**src/sliding_window_max_min_filter_1d_assert.svh**
```systemverilog
// ----------------------------------------------------------------------------
// Assertion macros for the sliding window max/min filter
// Each macro names its check, samples on the rising edge of clk and is
// switched off while rst_n is low.
// ----------------------------------------------------------------------------
`ifndef SLIDING_WINDOW_MAX_MIN_FILTER_1D_ASSERT_SVH
`define SLIDING_WINDOW_MAX_MIN_FILTER_1D_ASSERT_SVH

// Same-cycle implication.
`define SWMM_ASSERT_NOW(lbl, ante, cons) \
    lbl: assert property (@(posedge clk) disable iff (!rst_n) (ante) |-> (cons)) \
        else $error("same-cycle check failed");

// Next-cycle implication.
`define SWMM_ASSERT_NEXT(lbl, ante, cons) \
    lbl: assert property (@(posedge clk) disable iff (!rst_n) (ante) |=> (cons)) \
        else $error("next-cycle check failed");

`endif

```
**src/swmm_pkg.sv**
```systemverilog
`default_nettype none
// ----------------------------------------------------------------------------
// swmm_pkg
// Types and constants shared by the sliding window max/min filter modules.
// ----------------------------------------------------------------------------
package swmm_pkg;

    localparam int PIX_W = 8;
    localparam int WS_W  = 6;

    // Configuration register indexes
    typedef enum logic [0:0] {
        REG_WINDOW_SIZE = 1'b0,
        REG_TAKE_MAX    = 1'b1
    } cfg_reg_t;

    typedef struct packed {
        logic [PIX_W-1:0] pixel_in;
        logic             row_last_in;
    } pix_in_t;

    typedef struct packed {
        logic [PIX_W-1:0] pixel_out;
        logic             row_last_out;
    } pix_out_t;

    // Running maximum and minimum held by one cell
    typedef struct packed {
        logic [PIX_W-1:0] mx;
        logic [PIX_W-1:0] mn;
    } minmax_t;

    // Broadcast to every cell of the chain
    typedef struct packed {
        logic             advance;
        logic             row_start;
        logic [PIX_W-1:0] pixel;
    } chain_ctrl_t;

endpackage
`default_nettype wire

```
**src/swmm_cell.sv**
```systemverilog
`default_nettype none
// ----------------------------------------------------------------------------
// swmm_cell
// One stage of the prefix chain: max and min of the newest pixel and the
// left neighbour's running values, restarted at the first pixel of a row.
// ----------------------------------------------------------------------------
module swmm_cell (
    input  wire logic                  clk,
    input  wire swmm_pkg::chain_ctrl_t ctrl,
    input  wire swmm_pkg::minmax_t     left,
    output swmm_pkg::minmax_t          q
);
    import swmm_pkg::*;

    minmax_t cell_reg;
    minmax_t cell_next;

    always_comb
    begin
        if (ctrl.row_start)
        begin
            cell_next.mx = ctrl.pixel;
            cell_next.mn = ctrl.pixel;
        end
        else
        begin
            cell_next.mx = (ctrl.pixel > left.mx) ? ctrl.pixel : left.mx;
            cell_next.mn = (ctrl.pixel < left.mn) ? ctrl.pixel : left.mn;
        end
    end

    // advance only on an accepted beat
    always_ff @(posedge clk)
    begin
        if (ctrl.advance)
        begin
            cell_reg <= cell_next;
        end
    end

    assign q = cell_reg;

endmodule
`default_nettype wire

```
**src/swmm_chain.sv**
```systemverilog
`default_nettype none
// ----------------------------------------------------------------------------
// swmm_chain
// Row of N cells; cell k holds the max and min of the newest k+1 pixels of
// the current row, clipped at the row start. One read port selects a cell.
// ----------------------------------------------------------------------------
module swmm_chain #(
    parameter int N = 63
) (
    input  wire logic                    clk,
    input  wire swmm_pkg::chain_ctrl_t   ctrl,
    input  wire logic [$clog2(N)-1:0]    rd_idx,
    output swmm_pkg::minmax_t            rd_data
);
    import swmm_pkg::*;

    minmax_t taps [N];
    minmax_t head;

    assign head.mx = ctrl.pixel;
    assign head.mn = ctrl.pixel;

    for (genvar k = 0; k < N; k++)
    begin : g_cell
        if (k == 0)
        begin : g_first
            swmm_cell u_cell (
                .clk  (clk),
                .ctrl (ctrl),
                .left (head),
                .q    (taps[k])
            );
        end
        else
        begin : g_rest
            swmm_cell u_cell (
                .clk  (clk),
                .ctrl (ctrl),
                .left (taps[k-1]),
                .q    (taps[k])
            );
        end
    end

    assign rd_data = taps[rd_idx];

endmodule
`default_nettype wire

```
**src/sliding_window_max_min_filter_1d.sv**
```systemverilog
`default_nettype none
// ----------------------------------------------------------------------------
// sliding_window_max_min_filter_1d
// 1-D grey-scale dilation / erosion over a clipped window, one row at a time.
// ----------------------------------------------------------------------------
// Usage:
//   Pixels enter on the in_* valid/ready channel, one beat per pixel, with
//   row_last_in set on the final pixel of a row. Results leave on the out_*
//   channel; row_last_out marks the final result of a row.
//   Output j appears once input j+half has been taken (half = window_size/2,
//   clamped to (MAX_WINDOW-1)/2). A result is registered, so it sits in the
//   output register in the cycle after the beat that caused it.
//   Inside a row the block takes one pixel per cycle while the output is not
//   stalled: a chain of MAX_WINDOW cells keeps running max/min prefixes, so
//   each result is one cell read plus one compare. At the last pixel of a row
//   the remaining results are read out of the frozen chain, one per cycle
//   while the receiver takes them; this tail holds in_ready low until it ends.
//   When the receiver stalls, the output register holds its beat and in_ready
//   falls until it is taken. Reset empties the output, restarts the row count
//   and sets window_size to 3 and take_max to 1; the cells are reloaded by the
//   first pixel of each row, so they need no clearing.
//   Configuration writes (cfg_we) take effect at once and may fall between
//   rows or between beats of a row.
// ----------------------------------------------------------------------------
`include "sliding_window_max_min_filter_1d_assert.svh"

module sliding_window_max_min_filter_1d #(
    parameter int MAX_WINDOW = 63
) (
    input  wire logic                        clk,
    input  wire logic                        rst_n,
    input  wire logic                        in_valid,
    output logic                             in_ready,
    input  wire swmm_pkg::pix_in_t           in_data,
    output logic                             out_valid,
    input  wire logic                        out_ready,
    output swmm_pkg::pix_out_t               out_data,
    input  wire logic                        cfg_we,
    input  wire swmm_pkg::cfg_reg_t          cfg_index,
    input  wire logic [swmm_pkg::WS_W-1:0]   cfg_data
);
    import swmm_pkg::*;

    localparam int IDX_W    = $clog2(MAX_WINDOW);
    localparam int CNT_W    = $clog2(MAX_WINDOW + 1);
    localparam int HALF_LIM = (MAX_WINDOW - 1) / 2;

    // configuration
    logic [WS_W-1:0]  window_size_reg;
    logic             take_max_reg;

    // row bookkeeping
    logic [CNT_W-1:0] count_reg;
    logic [CNT_W-1:0] count_next;

    // end-of-row tail
    logic             drain_reg;
    logic [IDX_W-1:0] d_reg;
    logic [IDX_W-1:0] h_sv_reg;
    logic [IDX_W-1:0] cm1_sv_reg;

    // output register
    logic             out_valid_reg;
    pix_out_t         out_data_reg;
    pix_out_t         res;

    logic [WS_W-2:0]  half_raw;
    logic [IDX_W-1:0] half;
    logic [IDX_W-1:0] cm1;
    logic [IDX_W-1:0] top;
    logic [IDX_W:0]   two_h;
    logic [IDX_W:0]   tph;
    logic [IDX_W:0]   dph;
    logic [IDX_W-1:0] sel;
    logic [IDX_W-1:0] drain_sel;
    logic [IDX_W-1:0] rd_idx;
    minmax_t          rd_data;
    chain_ctrl_t      ctrl;
    logic             row_start;
    logic             last;
    logic             emit;
    logic             in_fire;
    logic             out_free;
    logic             drain_fire;
    logic             load;
    logic [PIX_W-1:0] x;
    logic [PIX_W-1:0] acc_pix;
    logic [PIX_W-1:0] drain_pix;

    assign x    = in_data.pixel_in;
    assign last = in_data.row_last_in;

    // half-width, clamped to what the chain can hold
    assign half_raw = window_size_reg[WS_W-1:1];

    always_comb
    begin
        if (int'(half_raw) > HALF_LIM)
        begin
            half = IDX_W'(HALF_LIM);
        end
        else
        begin
            half = IDX_W'(half_raw);
        end
    end

    // pixels of the row before this one, capped at MAX_WINDOW-1, i.e. row length minus one after it
    always_comb
    begin
        if (int'(count_reg) >= MAX_WINDOW)
        begin
            cm1 = IDX_W'(MAX_WINDOW - 1);
        end
        else
        begin
            cm1 = count_reg[IDX_W-1:0];
        end
    end

    assign row_start = (count_reg == '0);
    assign top       = (half < cm1) ? half : cm1;
    assign two_h     = {half, 1'b0};
    assign tph       = {1'b0, top} + {1'b0, half};
    assign dph       = {1'b0, d_reg} + {1'b0, h_sv_reg};

    // cell that the result of this beat reads, after the chain has advanced
    always_comb
    begin
        if (last)
        begin
            sel = (tph > {1'b0, cm1}) ? cm1 : tph[IDX_W-1:0];
        end
        else
        begin
            sel = (two_h > {1'b0, cm1}) ? cm1 : two_h[IDX_W-1:0];
        end
    end

    assign drain_sel = (dph > {1'b0, cm1_sv_reg}) ? cm1_sv_reg : dph[IDX_W-1:0];

    assign emit       = last || (cm1 >= half);
    assign out_free   = !out_valid_reg || out_ready;
    assign in_ready   = !drain_reg && out_free;
    assign in_fire    = in_valid && in_ready;
    assign drain_fire = drain_reg && out_free;
    assign load       = drain_fire || (in_fire && emit);

    // one read port: the tail reads the frozen chain, a live beat reads the
    // neighbour of its target cell and folds in the new pixel
    assign rd_idx = drain_reg ? drain_sel : (sel - 1'b1);

    assign ctrl.advance   = in_fire;
    assign ctrl.row_start = row_start;
    assign ctrl.pixel     = x;

    swmm_chain #(
        .N (MAX_WINDOW)
    ) u_chain (
        .clk     (clk),
        .ctrl    (ctrl),
        .rd_idx  (rd_idx),
        .rd_data (rd_data)
    );

    always_comb
    begin
        if (row_start || (sel == '0))
        begin
            acc_pix = x;
        end
        else if (take_max_reg)
        begin
            acc_pix = (x > rd_data.mx) ? x : rd_data.mx;
        end
        else
        begin
            acc_pix = (x < rd_data.mn) ? x : rd_data.mn;
        end
    end

    assign drain_pix = take_max_reg ? rd_data.mx : rd_data.mn;

    always_comb
    begin
        if (drain_reg)
        begin
            res.pixel_out    = drain_pix;
            res.row_last_out = (d_reg == '0);
        end
        else
        begin
            res.pixel_out    = acc_pix;
            res.row_last_out = last && (top == '0);
        end
    end

    // advance the row count, saturating; drop it to zero at row end
    always_comb
    begin
        count_next = count_reg;
        if (in_fire)
        begin
            if (last)
            begin
                count_next = '0;
            end
            else if (int'(count_reg) < MAX_WINDOW)
            begin
                count_next = count_reg + 1'b1;
            end
        end
    end

    // configuration registers
    always_ff @(posedge clk or negedge rst_n)
    begin
        if (!rst_n)
        begin
            window_size_reg <= WS_W'(3);
            take_max_reg    <= 1'b1;
        end
        else if (cfg_we)
        begin
            unique case (cfg_index)
                REG_WINDOW_SIZE: window_size_reg <= cfg_data;
                REG_TAKE_MAX:    take_max_reg    <= cfg_data[0];
                default:         ;
            endcase
        end
    end

    // row count, tail control and output handshake
    always_ff @(posedge clk or negedge rst_n)
    begin
        if (!rst_n)
        begin
            count_reg     <= '0;
            drain_reg     <= 1'b0;
            d_reg         <= '0;
            out_valid_reg <= 1'b0;
        end
        else
        begin
            count_reg <= count_next;

            if (in_fire && last && (top != '0))
            begin
                drain_reg <= 1'b1;
                d_reg     <= top - 1'b1;
            end
            else if (drain_fire)
            begin
                if (d_reg == '0)
                begin
                    drain_reg <= 1'b0;
                end
                else
                begin
                    d_reg <= d_reg - 1'b1;
                end
            end

            if (load)
            begin
                out_valid_reg <= 1'b1;
            end
            else if (out_ready)
            begin
                out_valid_reg <= 1'b0;
            end
        end
    end

    // payload: tail geometry and the result beat
    always_ff @(posedge clk)
    begin
        if (in_fire && last)
        begin
            h_sv_reg   <= half;
            cm1_sv_reg <= cm1;
        end
        if (load)
        begin
            out_data_reg <= res;
        end
    end

    assign out_valid = out_valid_reg;
    assign out_data  = out_data_reg;

    // a flagged row end in the output register leaves no tail behind it
    `SWMM_ASSERT_NOW(a_last_ends_tail, out_valid_reg && out_data_reg.row_last_out, !drain_reg)
    // every tail step puts a beat into the output register
    `SWMM_ASSERT_NEXT(a_tail_loads, drain_reg && out_free, out_valid_reg)
    // the row count restarts after the last pixel of a row
    `SWMM_ASSERT_NEXT(a_row_restart, in_fire && last, count_reg == '0)

endmodule
`default_nettype wire

```
**config.mk**
```make
export PLATFORM = sky130hd
export DESIGN_NAME = sliding_window_max_min_filter_1d
export DESIGN_NICKNAME = d
export VERILOG_FILES = /design/src/swmm_pkg.sv /design/src/swmm_cell.sv /design/src/swmm_chain.sv /design/src/sliding_window_max_min_filter_1d.sv
export VERILOG_INCLUDE_DIRS = /design/src /design/src/src
export SDC_FILE = /design/constraint.sdc
export NUM_CORES = 2
export LEC_CHECK = 0
export BUFFER_PORTS_ARGS = -buffer_cell sky130_fd_sc_hd__buf_2
export CAP_MARGIN = 0
export CORE_MARGIN = 1
export CORE_UTILIZATION = 63
export DETAILED_ROUTE_END_ITERATION = 8
export PLACE_DENSITY = 0.82
export SLEW_MARGIN = 20
export SYNTH_ARGS = -nofsm -noshare
export SYNTH_HDL_FRONTEND = slang
export SYNTH_SLANG_ARGS = --single-unit
```
**constraint.sdc**
```tcl
create_clock -name clk -period 64.9 [get_ports clk]
set_input_delay 3.245 -clock clk [delete_from_list [all_inputs] [get_ports clk]]
set_output_delay 3.245 -clock clk [all_outputs]
set_load 0.03 [all_outputs]
```
## Word level (Yosys, flattened, before mapping)

Cells that the tools add are included.

- Output and inout port bits: 11
- Flip-flop bits (word level): 1041

- Mux-type cells: 212
- Reductions and logical operators: 27
- Equal/unequal tests: 1
- Magnitude comparators: 134
- Bitwise operators: 2
- Add/sub/neg operators: 6

Operators by type and width:

| operator | count |
|---|---|
| two-way mux 8 bit | 129 |
| two-way mux 16 bit | 64 |
| greater-than comparator 8 bit | 63 |
| < comparator 8 bit | 63 |
| binary-select mux 16 bit (select 6 bit) | 1 |
| two-way mux 6 bit | 12 |
| logical NOT 6 bit | 4 |
| subtractor 6 x 1 -> 6 bit (second input constant) | 3 |
| adder 6 x 5 -> 7 bit | 2 |
| greater-than comparator 7 x 6 -> 1 bit | 2 |
| AND reduction 2 bit | 5 |
| two-way mux 9 bit | 1 |
| nonzero test 2 bit | 4 |
| >= comparator 7 bit (second input constant) | 1 |
| logical AND 1 bit | 7 |
| NOT 6 -> 7 bit | 1 |
| adder 6 x 1 -> 6 bit (second input constant) | 1 |
| >= comparator 6 x 5 -> 1 bit | 1 |
| >= comparator 6 bit (second input constant) | 1 |
| greater-than comparator 6 bit | 1 |
| < comparator 5 x 6 -> 1 bit | 1 |
| < comparator 6 bit (second input constant) | 1 |
| nonzero test 6 bit | 1 |
| two-way mux 1 bit | 5 |
| other kinds (4) | 8 |

## Longest topological paths before layout

- Depth in word-level cells: 19
- Depth in mapped cells: 55
- Gate-level depth less buffers: 50

## By module

Synthesis repeated with hierarchy kept, for this count alone.

- Cells, all modules: 6673
- Area, all modules: 81379.3 µm²

Modules (own cells, without submodules):

| module | times used | cells an instance | area an instance (µm²) |
|---|---|---|---|
| swmm_cell (u_chain.g_cell[0].g_first.u_cell ...) | 62 | 86 | 1092.3 |
| swmm_chain | 1 | 800 | 8526.9 |
| sliding_window_max_min_filter_1d | 1 | 455 | 4045.1 |
| swmm_cell (u_chain.g_cell[34].g_rest.u_cell) | 1 | 86 | 1084.8 |

## Least setup slack after synthesis

Ideal clock, no wire load.

- Path type: input port to flip-flop
- From: input out_ready
- To: register d_reg[4]
- Cell stages on the path: 13
- Path slack: 27.912 ns
- Arrival time: 36.915 ns
- Path buffers: 2
- Data required time: 64.827 ns
- Cell sequence: nor2b_1 nor2_1 and2_1 clkbuf_1 nand2_1 clkinv_1 nand2b_1 clkbuf_1 a21oi_1 ha_1 nand3_1 mux2_2 nor2_1

- Cells in the longest elaborated chain, start to end: 7
- Elaborated cells between the ends (all ways): 10
- Those cells by class: eq/ne (1); mux (1); reduce/logical (8)

Ends and longest elaborated chain:

| what | line | RTL |
|---|---|---|
| from (decl) | sliding_window_max_min_filter_1d.sv:36 | `input wire logic out_ready,` |
| logical OR 1 bit (*) | sliding_window_max_min_filter_1d.sv:143 | `assign out_free = !out_valid_reg \|\| out_ready;` |
| logical AND 1 bit (*) | sliding_window_max_min_filter_1d.sv:144 | `assign in_ready = !drain_reg && out_free;` |
| named net in_ready | sliding_window_max_min_filter_1d.sv:33 | `output logic in_ready,` |
| logical AND 1 bit (*) | sliding_window_max_min_filter_1d.sv:145 | `assign in_fire = in_valid && in_ready;` |
| named net in_fire | sliding_window_max_min_filter_1d.sv:82 | `logic in_fire;` |
| logical AND 1 bit (*) (2 in series) | sliding_window_max_min_filter_1d.sv:247 | `if (in_fire && last && (top != '0))` |
| != test 2 x 1 -> 1 bit (no source line) or nonzero test 2 bit (tied branches) | n/a |  |
| AND reduction 2 bit (no source line) | n/a |  |
| to (signal assigned) | sliding_window_max_min_filter_1d.sv:250 | `d_reg <= top - 1'b1;` |
| to (signal assigned) | sliding_window_max_min_filter_1d.sv:260 | `d_reg <= d_reg - 1'b1;` |
| to (decl) | sliding_window_max_min_filter_1d.sv:58 | `logic [IDX_W-1:0] d_reg;` |

Mark *: on every way through the listed nets, which the timed path passes. The rest lies on a longest branch.
A chain may end at the register's enable or synchronous reset.

==> impl_metrics.tcl <==
set metrics [dict create \
    status "finished, final reports clean" \
    synth_top_flop_cell "edfxtp_1" \
    fin_util_pct 68.1 \
    vias_per_cell 6.56 \
    cts_tree "done" \
    path_max_fanout 89 \
    synthDistinctLibCells 85 \
    cts.reportedPaths.clkPinSlew_ps 60 \
    period_minus_slack_ps 12940 \
    drive_gt1_share_pct 14.5 \
    min_from "count_reg[1]$_DFFE_PN0P_" \
    slowest_stage "a311oi_1" \
    r2r_start "count_reg[0]$_DFFE_PN0P_" \
    synth_nets 8582 \
    hold_viol_final 0 \
    initial_core_util_pct 63.9 \
    cts.sinks 1040 \
    fin_crit_sh_pct 19.9 \
    rsz0062_at_grt "false" \
    grt_max_degree 184 \
    dp.cells 8940 \
    r2r_slack_ps 51960 \
    syn_area_um2 77100 \
    final_cell_area_um2 82200 \
    maxCapViolations 0 \
    fp.dieH_um 352 \
    die-area_um2 124000 \
    first_pass_iters 8 \
    cts_resized 0 \
    synthCells 7585 \
    mostFrequentLayoutCell "edfxtp_1" \
    row_count 127 \
    pin_count 32 \
    cts-root-buf "clkbuf_16" \
    crit_top_cell "ha_1" \
    placed_cell_area_um2 78400 \
    tns_ps 0 \
    async_flop_share_pct 1.92 \
    nets 8446 \
    critical_path.startpoint "count_reg[0]$_DFFE_PN0P_" \
    crit_path_start_kind "flop" \
    grt_antenna_before_repair 4 \
    cts_max_level 3 \
    portBuffers 31 \
    crit_path_end_kind "flop" \
    ant_nets 0 \
    fmax_mhz 77.3 \
    drv_slew 0 \
    drc_errors 0 \
    grt_pass1_wl_um 332000 \
    gr-usage-all-layers_pct 34.0 \
    yosys_warnings 0 \
    cpPeakStageDelay_ps 990 \
    synth_seq_cells 1040 \
    relSlewSlack_pct 19.1 \
    num-fill-cells 8645 \
    skew_ps 29.5 \
    clk_path_buf_depth 3 \
    cts_buffers 117 \
    largest_reg_flops 992 \
    setup_viol_count_final 0 \
    antenna_cells 0 \
    totalWireLength_um 212000 \
    crit_arrival_ps 13440 \
    die_x_um 352 \
    min_path_type "flop to flop" \
    final_cell_mix "edfxtp_1, ha_1, inv_1" \
    core_area_um2 121000 \
    syn_avg_cell_area_um2 10.2 \
    area_growth_pct 6.57 \
    post_drt_wl_per_cell_um 23.2 \
    yosysSeqAreaShare_pct 40.4 \
    tightest_slew_ps 1210 \
    vias 60100 \
    crit_type "flop to flop" \
    clk-insertion-delay-late_ps 760 \
    grt_pass1_vias 59400 \
    place_congestion 0.948 \
    postCtsSetupBuffers 0 \
    instances_no_fill 9154 \
    grt_overflow 0 \
    synth_edf_count 1020 \
    postCtsHoldBufs 0 \
    drt_iter0_markers 7207 \
    dp_hpwl_um 139000 \
    worstPathRequired_ps 65400 \
]
-- per-layer routing --
metal | global-route usage (%) | vias to the layer above | part of all wire [%]
met4 | 17.1 | 0 | 5.3
met2 | 53.9 | 3141 | 45
li1 | - | 27300 | -
met5 | 0 | - | 0
met1 | 45.2 | 29000 | 40
met3 | 5.65 | 604 | 9.5
-- synth_stat cells, types with 41 or more instances --
library cell     n  share of area (%)
a211o_1         41               0.47
a211oi_1       234                2.3
a21boi_0        65               0.63
a21o_1         119                1.2
a21oi_1        429                2.8
a311oi_1       133                1.5
a31oi_1         63               0.51
buf_2           52               0.34
clkbuf_1       250                1.2
edfxtp_1      1020                 40
ha_1           974                 16
inv_1          907                4.4
mux2_2         760                 11
mux2i_1         43               0.56
nand2_1        756                3.7
nand2b_1       156                1.3
nand3_1        135               0.88
nand4_1         41               0.33
nor2_1         361                1.8
nor2b_1         98               0.80
nor3_1          54               0.35
o21a_1          87               0.85
o21ai_0        521                3.4
-- kinds of logic after synthesis --
| family | Yosys count | synth area share (%) |
|---|---|---|
| compound gates | 1799 | 14.9 |
| simple gates | 1662 | 9.58 |
| buf+inv | 1256 | 6.46 |
| flops | 1040 | 40.4 |
| fa+ha+maj | 976 | 15.9 |
| mux | 837 | 12.7 |
| xor+xnor | 15 | 0.180 |
-- worst max-delay path, delay by kind of cell, from the launching register on --
family,cells,cell delay (ps)
mux,1,240
flops,1,440
buf+inv,8,2410
simple gates,12,1950
fa+ha+maj,7,2010
compound gates,17,5330
xor+xnor,1,230
-- through the flow --
stage                     setup WS [ps]  hold slack, ps
after floorplan                   27910             496
after global placement            52200             526
after detailed placement          52090             533
after CTS                         52030             555
after global routing              51040             579
final                             51960             554
-- path summary, 6_finish.rpt --
check / cells past startpoint / to
max in group asynchronous: 1 / window_size_reg[1]$_DFFE_PN1P_
worst max register to register: 46 / out_data[8]$_DFFE_PP_
worst max-delay path: 46 / out_data[8]$_DFFE_PP_
worst min-delay path: 2 / count_reg[1]$_DFFE_PN0P_
min in group asynchronous: 1 / window_size_reg[3]$_DFFE_PN0P_
worst min register to register: 2 / count_reg[1]$_DFFE_PN0P_
-- area by class of cell --
| class | count | area [um2] | area share, % |
|---|---|---|---|
| Clock inverter | 69 | 689 | 0.839 |
| Sequential cell | 1040 | 31100 | 37.9 |
| Inverter | 910 | 3430 | 4.17 |
| Tap cell | 1612 | 2020 | 2.45 |
| Multi-Input combinational cell | 5289 | 41100 | 50.0 |
| Clock buffer | 143 | 3070 | 3.73 |
| Timing Repair Buffer | 91 | 772 | 0.940 |
Power is left out: the tool's default activity adds up to more than one toggle a clock period on the data nets, which glitch-free logic cannot reach.
